===== config.mk =====
export PLATFORM = sky130hd
export DESIGN_NAME = font_rom_glyph_address_top
export DESIGN_NICKNAME = d
export VERILOG_FILES = /design/src/sv/frga_pkg.sv /design/src/sv/font_rom_glyph_address_top.sv
export SDC_FILE = /design/constraint.sdc
export NUM_CORES = 1
export LEC_CHECK = 0
export BUFFER_PORTS_ARGS = -buffer_cell sky130_fd_sc_hd__buf_2
export CORE_MARGIN = 2
export CORE_UTILIZATION = 45
export DETAILED_ROUTE_END_ITERATION = 7
export PLACE_DENSITY = 0.62
export SYNTH_ARGS = -nofsm -noshare
export SYNTH_HDL_FRONTEND = slang
export SYNTH_SLANG_ARGS = --single-unit

===== constraint.sdc =====
create_clock -name clk_i -period 11.9 [get_ports clk_i]
set_input_delay 0.595 -clock clk_i [delete_from_list [all_inputs] [get_ports clk_i]]
set_output_delay 0.595 -clock clk_i [all_outputs]
set_load 0.01 [all_outputs]

===== src/sv/frga_pkg.sv =====
// Package for the font ROM glyph address pipeline: code constants and decode types.
package frga_pkg;

  localparam int unsigned AddrW  = 24;
  localparam int unsigned IndexW = 32;
  localparam int unsigned ByteW  = 8;
  localparam int unsigned OpW    = 9;   // signed byte differences
  localparam int unsigned KaW    = 11;  // row stride constant
  localparam int unsigned KbW    = 4;   // column stride constant

  localparam logic [1:0] ModeAscii     = 2'd0;
  localparam logic [1:0] ModeAsciiSwap = 2'd1;
  localparam logic [1:0] ModeGb12      = 2'd2;
  localparam logic [1:0] ModeGb16      = 2'd3;

  localparam logic [KaW-1:0] Row94    = 11'd94;
  localparam logic [KaW-1:0] Row190   = 11'd190;
  localparam logic [KaW-1:0] Row96    = 11'd96;
  localparam logic [KaW-1:0] Area2Row = 11'd1260;
  localparam logic [KaW-1:0] Area1Row = 11'd10;
  localparam logic [KbW-1:0] ColOne   = 4'd1;
  localparam logic [KbW-1:0] ColTen   = 4'd10;

  localparam logic [IndexW-1:0] Sec5Base  = 32'd846;
  localparam logic [IndexW-1:0] Sec2Base  = 32'd1038;
  localparam logic [IndexW-1:0] Sec3Base  = 32'd1038 + 32'd6768;
  localparam logic [IndexW-1:0] Sec4Base  = 32'd1038 + 32'd12848;
  localparam logic [IndexW-1:0] FourBase  = 32'd1038 + 32'd21008;
  localparam logic [IndexW-1:0] Area2Base = 32'd1038 + 32'd21008 + 32'd161;
  localparam logic [IndexW-1:0] AsciiFirst = 32'h20;

  localparam logic [ByteW-1:0] Area1C3 = 8'hEE;

  typedef enum logic [3:0] {
    SecNone,
    SecAscii,
    SecOne,
    SecFive,
    SecTwo,
    SecThree,
    SecFour,
    SecArea1,
    SecArea2
  } sec_e;

  typedef struct packed {
    logic signed [OpW-1:0] a;
    logic [KaW-1:0]        ka;
    logic signed [OpW-1:0] b;
    logic [KbW-1:0]        kb;
    logic [IndexW-1:0]     c;
  } terms_t;

  // 0x7F is not a valid trail byte; codes above it close the gap
  function automatic logic [ByteW-1:0] skip_7f(input logic [ByteW-1:0] b);
    return (b > 8'h7F) ? b - 8'd1 : b;
  endfunction

endpackage


===== src/sv/font_rom_glyph_address_top.sv =====
// Font ROM glyph address pipeline: code decode, index multiply-add, address multiply-add.
// Each beat passes the stage 1 to stage 5 registers in order; stage 5 is the output register.
// Throughput: one beat per cycle unless the output stalls; all five stages advance
//   together, set by the output register being free or taken in the same cycle.
// Reset: asynchronous, active low; clears the stage valid bits only.
// No state between beats beyond the pipeline itself.
module font_rom_glyph_address_top
  import frga_pkg::*;
(
  input  logic              clk_i,
  input  logic              rst_ni,
  input  logic              in_valid_i,
  output logic              in_ready_o,
  input  logic [1:0]        mode_i,
  input  logic [AddrW-1:0]  font_base_i,
  input  logic [ByteW-1:0]  glyph_bytes_i,
  input  logic [ByteW-1:0]  code_high_i,
  input  logic [ByteW-1:0]  code_low_i,
  input  logic [ByteW-1:0]  byte_three_i,
  input  logic [ByteW-1:0]  byte_four_i,
  output logic              out_valid_o,
  input  logic              out_ready_i,
  output logic [IndexW-1:0] glyph_index_o,
  output logic [AddrW-1:0]  rom_address_o
);

  logic advance;
  assign advance    = !out_valid_o || out_ready_i;
  assign in_ready_o = advance;

  // ---------------- stage 1: decode ----------------
  logic [15:0]       code;
  logic [15:0]       code_sw;
  logic [ByteW-1:0]  c1, c2, c3, c4, c2s;
  logic              four_byte;
  sec_e              sec;
  terms_t            terms_d;

  assign c1 = code_high_i;
  assign c2 = code_low_i;
  assign c3 = byte_three_i;
  assign c4 = byte_four_i;
  assign c2s = skip_7f(c2);
  assign code = {c1, c2};
  assign four_byte = (mode_i == ModeGb16);

  always_comb begin
    code_sw = code;
    if (mode_i == ModeAsciiSwap) begin
      case (code)
        16'h003B: code_sw = 16'h003A;
        16'h003A: code_sw = 16'h003B;
        16'h005F: code_sw = 16'h005E;
        16'h005E: code_sw = 16'h005F;
        default:  code_sw = code;
      endcase
    end
  end

  // sections 1/5 first; a later match of 2, 3, 4 or a four-byte area wins
  always_comb begin
    sec = SecNone;
    if (mode_i == ModeAscii || mode_i == ModeAsciiSwap) begin
      sec = SecAscii;
    end else if (c2 != 8'h7F) begin
      if (c1 >= 8'hA1 && c1 <= 8'hA9 && c2 >= 8'hA1) begin
        sec = SecOne;
      end else if (c1 >= 8'hA8 && c1 <= 8'hA9 && c2 < 8'hA1) begin
        sec = SecFive;
      end
      if (c1 >= 8'hB0 && c1 <= 8'hF7 && c2 >= 8'hA1) begin
        sec = SecTwo;
      end else if (c1 < 8'hA1 && c1 >= 8'h81 && c2 >= 8'h40) begin
        sec = SecThree;
      end else if (c1 >= 8'hAA && c2 < 8'hA1) begin
        sec = SecFour;
      end else if (four_byte && c1 == 8'h81 && c2 >= 8'h39) begin
        sec = SecArea1;
      end else if (four_byte && c1 == 8'h82) begin
        sec = SecArea2;
      end
    end
  end

  always_comb begin
    terms_d = '0;
    terms_d.kb = ColOne;
    unique case (sec)
      SecNone: begin
        terms_d = '0;
      end
      SecAscii: begin
        terms_d.c = {16'd0, code_sw} - AsciiFirst;
      end
      SecOne: begin
        terms_d.a  = OpW'({1'b0, c1} - 9'h0A1);
        terms_d.ka = Row94;
        terms_d.b  = OpW'({1'b0, c2} - 9'h0A1);
      end
      SecFive: begin
        terms_d.a  = OpW'({1'b0, c1} - 9'h0A8);
        terms_d.ka = Row96;
        terms_d.b  = OpW'({1'b0, c2s} - 9'h040);
        terms_d.c  = Sec5Base;
      end
      SecTwo: begin
        terms_d.a  = OpW'({1'b0, c1} - 9'h0B0);
        terms_d.ka = Row94;
        terms_d.b  = OpW'({1'b0, c2} - 9'h0A1);
        terms_d.c  = Sec2Base;
      end
      SecThree: begin
        terms_d.a  = OpW'({1'b0, c1} - 9'h081);
        terms_d.ka = Row190;
        terms_d.b  = OpW'({1'b0, c2s} - 9'h040);
        terms_d.c  = Sec3Base;
      end
      SecFour: begin
        terms_d.a  = OpW'({1'b0, c1} - 9'h0AA);
        terms_d.ka = Row96;
        terms_d.b  = OpW'({1'b0, c2s} - 9'h040);
        terms_d.c  = Sec4Base;
      end
      SecArea1: begin
        terms_d.a  = OpW'({1'b0, c3} - {1'b0, Area1C3});
        terms_d.ka = Area1Row;
        terms_d.b  = OpW'({1'b0, c4} - 9'h039);
        terms_d.c  = FourBase;
      end
      SecArea2: begin
        terms_d.a  = OpW'({1'b0, c2} - 9'h030);
        terms_d.ka = Area2Row;
        terms_d.b  = OpW'({1'b0, c3} - 9'h081);
        terms_d.kb = ColTen;
        terms_d.c  = Area2Base + {24'd0, c4} - 32'd48;
      end
      default: begin
        terms_d = '0;
      end
    endcase
  end

  logic              s1_valid_q;
  terms_t            s1_terms_q;
  logic [AddrW-1:0]  s1_base_q;
  logic [ByteW-1:0]  s1_bytes_q;

  // ---------------- stage 2: products ----------------
  logic signed [OpW+KaW:0] p1_d;
  logic signed [OpW+KbW:0] p2_d;
  assign p1_d = (OpW+KaW+1)'(s1_terms_q.a) * (OpW+KaW+1)'($signed({1'b0, s1_terms_q.ka}));
  assign p2_d = (OpW+KbW+1)'(s1_terms_q.b) * (OpW+KbW+1)'($signed({1'b0, s1_terms_q.kb}));

  logic                    s2_valid_q;
  logic signed [OpW+KaW:0] s2_p1_q;
  logic signed [OpW+KbW:0] s2_p2_q;
  logic [IndexW-1:0]       s2_c_q;
  logic [AddrW-1:0]        s2_base_q;
  logic [ByteW-1:0]        s2_bytes_q;

  // ---------------- stage 3: index sum ----------------
  logic [IndexW-1:0] idx_d;
  assign idx_d = s2_c_q
               + {{(IndexW-OpW-KaW-1){s2_p1_q[OpW+KaW]}}, s2_p1_q}
               + {{(IndexW-OpW-KbW-1){s2_p2_q[OpW+KbW]}}, s2_p2_q};

  logic              s3_valid_q;
  logic [IndexW-1:0] s3_idx_q;
  logic [AddrW-1:0]  s3_base_q;
  logic [ByteW-1:0]  s3_bytes_q;

  // ---------------- stage 4: offset product, mod 2^24 ----------------
  logic [AddrW-1:0] prod_d;
  assign prod_d = s3_idx_q[AddrW-1:0] * {{(AddrW-ByteW){1'b0}}, s3_bytes_q};

  logic              s4_valid_q;
  logic [IndexW-1:0] s4_idx_q;
  logic [AddrW-1:0]  s4_prod_q;
  logic [AddrW-1:0]  s4_base_q;

  // ---------------- stage 5: address, output register ----------------
  logic              s5_valid_q;
  logic [IndexW-1:0] s5_idx_q;
  logic [AddrW-1:0]  s5_addr_q;

  always_ff @(posedge clk_i or negedge rst_ni) begin
    if (!rst_ni) begin
      s1_valid_q <= 1'b0;
      s2_valid_q <= 1'b0;
      s3_valid_q <= 1'b0;
      s4_valid_q <= 1'b0;
      s5_valid_q <= 1'b0;
    end else if (advance) begin
      s1_valid_q <= in_valid_i;
      s2_valid_q <= s1_valid_q;
      s3_valid_q <= s2_valid_q;
      s4_valid_q <= s3_valid_q;
      s5_valid_q <= s4_valid_q;
    end
  end

  always_ff @(posedge clk_i) begin
    if (advance) begin
      s1_terms_q <= terms_d;
      s1_base_q  <= font_base_i;
      s1_bytes_q <= glyph_bytes_i;
      s2_p1_q    <= p1_d;
      s2_p2_q    <= p2_d;
      s2_c_q     <= s1_terms_q.c;
      s2_base_q  <= s1_base_q;
      s2_bytes_q <= s1_bytes_q;
      s3_idx_q   <= idx_d;
      s3_base_q  <= s2_base_q;
      s3_bytes_q <= s2_bytes_q;
      s4_idx_q   <= s3_idx_q;
      s4_prod_q  <= prod_d;
      s4_base_q  <= s3_base_q;
      s5_idx_q   <= s4_idx_q;
      s5_addr_q  <= s4_base_q + s4_prod_q;
    end
  end

  assign out_valid_o   = s5_valid_q;
  assign glyph_index_o = s5_idx_q;
  assign rom_address_o = s5_addr_q;

  // ---------------- assertions ----------------
  a_stage4_to_out: assert property (@(posedge clk_i) disable iff (!rst_ni)
    advance && s4_valid_q |=> out_valid_o)
    else $error("beat lost between stage 4 and output");

  a_drain: assert property (@(posedge clk_i) disable iff (!rst_ni)
    out_valid_o && out_ready_i && !s4_valid_q |=> !out_valid_o)
    else $error("output beat repeated");

  a_stall_hold: assert property (@(posedge clk_i) disable iff (!rst_ni)
    !advance |=> $stable(s3_idx_q) && $stable(s4_prod_q) && $stable(s2_valid_q))
    else $error("pipeline stage changed during stall");

endmodule


==> results.json <==
{
  "cts.path.max_buffers": 3,
  "min_to": "s1_base_q[22]",
  "wl_per_cell_um": 18.0,
  "drive_gt1_share_pct": 10.6,
  "final_max_slew_viol_count": 0,
  "cts_tree": "yes",
  "drt_iter0_markers": 819,
  "globalplace.congestion": 0.892,
  "worst_pin_slew_ns": 1.10,
  "setup_viol": 0,
  "final-hold-violation-count": 0,
  "final.setup.tns_ns": 0,
  "outcome": "finished clean",
  "synth_warnings": 0,
  "path_buf_inv": 2,
  "port_buffers": 127,
  "max_freq_mhz": 168,
  "crit_path_top_delay_cell": "edfxtp_1",
  "die_x_um": 237,
  "reg2regPathDepth": 16,
  "worstHoldPathType": "primary input to flop",
  "endpoint_kind": "flop",
  "critical_path_peak_fanout": 21,
  "start_util_pct": 45.5,
  "dp_cells": 2840,
  "grt_pass1_wl_um": 85200,
  "design_area_um2": 27100,
  "finalCritPeriodShare_pct": 49.9,
  "io_pins": 128,
  "dp_hpwl_um": 40000,
  "vias_per_cell": 5.24,
  "drt-total-wl_um": 52600,
  "grt-ovfl-total": 0,
  "post_cts_buffers": 0,
  "syn_to_final_growth_pct": 10.7,
  "finalClockSkew_ns": 0.0181,
  "rsz0062_at_grt": "no",
  "fin_cells": 2917,
  "path_clk_slew_ns": 0.06,
  "ys_ff_latch": 365,
  "r2r_slack_ns": 5.96,
  "slowest_delay_ns": 0.68,
  "cp.arrival_ns": 6.23,
  "critPathMostFrequentCell": "fa_1",
  "mostFrequentLayoutCells": "edfxtp_1 (360), inv_1 (264), ha_1 (188), and2_1 (186), fa_1 (181)",
  "drc": 0,
  "cts-htree-levels": 2,
  "core_um2": 53800,
  "syn_avg_cell_area_um2": 11.9,
  "critPathKind": "flop to flop",
  "async_flop_share_pct": 1.37,
  "r2r-end": "s4_prod_q[23]",
  "min_period_ns": 5.94,
  "antenna_found_initial": 3,
  "timing.rr.start": "s3_bytes_q[3]",
  "die_h_um": 237,
  "cts_resized": 0,
  "ys_seq_area_share_pct": 44.7,
  "hold_path_depth": 1,
  "synth_area_um2": 24500,
  "cap_violations": 0,
  "insertion_delay_ns": 0.56,
  "cts_root_buf": "clkbuf_16",
  "synth-edff-count": 360,
  "nets": 2626,
  "ant_nets": 0,
  "grt_max_degree": 163,
  "synth.distinct_cells": 91,
  "cts.sinks": 365,
  "start_kind": "flop",
  "vias": 15300,
  "numCtsBuffers": 40,
  "ctsHoldBuffers": 1,
  "die_area_um2": 56300,
  "layout_commonest_cell": "edfxtp_1",
  "placementRows": 85,
  "crit_family": "adder cells",
  "grt_usage_pct": 19.1,
  "ys.flop_type": "edfxtp_1",
  "synthCells": 2059,
  "placedInstanceArea_um2": 25800,
  "worstPathRequired_ns": 12.19,
  "critical_path.cell_chain": "and2_1, fa_1, fa_1, fa_1, inv_1, fa_1, inv_1, ha_1, a211o_1, o21a_1, o31a_1, o41ai_1, o2111ai_1, a31o_2, a21oi_1, xnor2_1",
  "slew_headroom_pct": 25.9,
  "grt_pass1_vias": 16200,
  "hold_start": "font_base_i[22]",
  "drt-pass1-iter-count": 5,
  "synth_nets": 2498
}
==> worst reg2reg max path: stages, from the launching register on <==
cell       delay (ns)
edfxtp_1         0.68
and2_1           0.33
fa_1             0.52
fa_1             0.45
fa_1             0.55
inv_1            0.06
fa_1             0.52
inv_1            0.04
ha_1             0.33
a211o_1          0.35
o21a_1           0.22
o31a_1           0.26
o41ai_1          0.63
o2111ai_1        0.23
a31o_2           0.27
a21oi_1          0.16
xnor2_1          0.08
==> worst max path at each step <==
stage	from	end	depth (start not counted)	slack [ns]
2_1_floorplan	out_ready_i	glyph_index_o[0]	2	3.44
3_3_place_gp	s3_bytes_q[3]	s4_prod_q[23]	16	6.08
3_5_place_dp	s3_bytes_q[2]	s4_prod_q[23]	16	6.01
4_1_cts	s3_bytes_q[3]	s4_prod_q[23]	16	5.98
5_1_grt	s3_bytes_q[3]	s4_prod_q[19]	16	5.65
6_report	s3_bytes_q[3]	s4_prod_q[23]	16	5.96
==> per-stage QoR <==
stage,hold slack [ns],worst slack (ns),util (%)
floorplan,0.299,3.44,-
global placement,0.401,6.08,47.9
detailed placement,0.405,6.01,47.9
CTS,0.163,5.98,50.3
global route,0.175,5.65,50.3
finish,0.209,5.96,50.3
==> routing by layer <==
metal  share of wire, %  global-route usage [%]  vias up  wire length, um
met4                3.5                    7.32        0             1840
li1                   -                       -     7344                -
met2                 50                    33.4      345            26100
met5                  0                       0        -                0
met1                 42                    24.1     7509            22300
met3                4.3                    2.86       96             2280
==> synth_stat cells, types with 6 or more instances <==
cell type	count	area (um^2)
a211oi_1	10	75.1
a31oi_1	16	100
and2_1	186	1160
xnor2_1	100	876
a21o_1	22	165
nand2_1	157	589
o221ai_1	12	105
o21ai_0	45	225
nor4_1	6	37.5
nand3_1	27	135
o21bai_1	15	113
nand4_1	9	56.3
o22ai_1	13	81.3
or2_2	10	62.6
nor2b_1	27	169
xor2_1	25	219
o211ai_1	8	60.1
clkbuf_1	32	120
fa_1	181	3620
nor2_1	87	327
ha_1	188	2350
and3_1	7	43.8
a21oi_1	62	310
nor3_1	23	115
inv_1	265	995
nand2b_1	16	100
o21a_1	18	135
edfxtp_1	360	10800
==> registers in the layout, summed over array words and instances (netlist names), 14 cells and up <==
signal and flops:
s1_base_q 24, s2_c_q 17, s4_prod_q 24, s4_idx_q 32, s3_idx_q 32, s2_base_q 24, s1_terms_q 45, rom_address_o 24
s2_p1_q 20, glyph_index_o 32, s3_base_q 24, s2_p2_q 14, s4_base_q 24
==> cell families (layout without fill, tap and decap cells) <==
| group | after synthesis | in the layout | synth area share [%] |
|---|---|---|---|
| other | 0 | 2 | 0 |
| muxes | 3 | 3 | 0.128 |
| adders and majority gates | 369 | 369 | 24.4 |
| AOI/OAI and AO/OA | 298 | 298 | 8.73 |
| DFF | 365 | 365 | 44.7 |
| buffers and inverters | 313 | 473 | 5.07 |
| and+or+nand+nor | 586 | 586 | 12.5 |
| xor gates and xnor gates | 125 | 125 | 4.47 |
==> layout make-up <==
| class | instances | area, um^2 |
|---|---|---|
| inverters | 268 | 1010 |
| multi-input cells | 1381 | 12300 |
| well taps | 696 | 871 |
| clock inverters | 31 | 268 |
| clock buffers | 43 | 1010 |
| flip-flops and latches | 365 | 10900 |
| repair buffers | 131 | 681 |
| fillers | 4749 | 26700 |
| diodes | 2 | 5.00 |
Power is left out: the tool's default activity adds up to more than one toggle a clock period on the data nets, which glitch-free logic cannot reach.
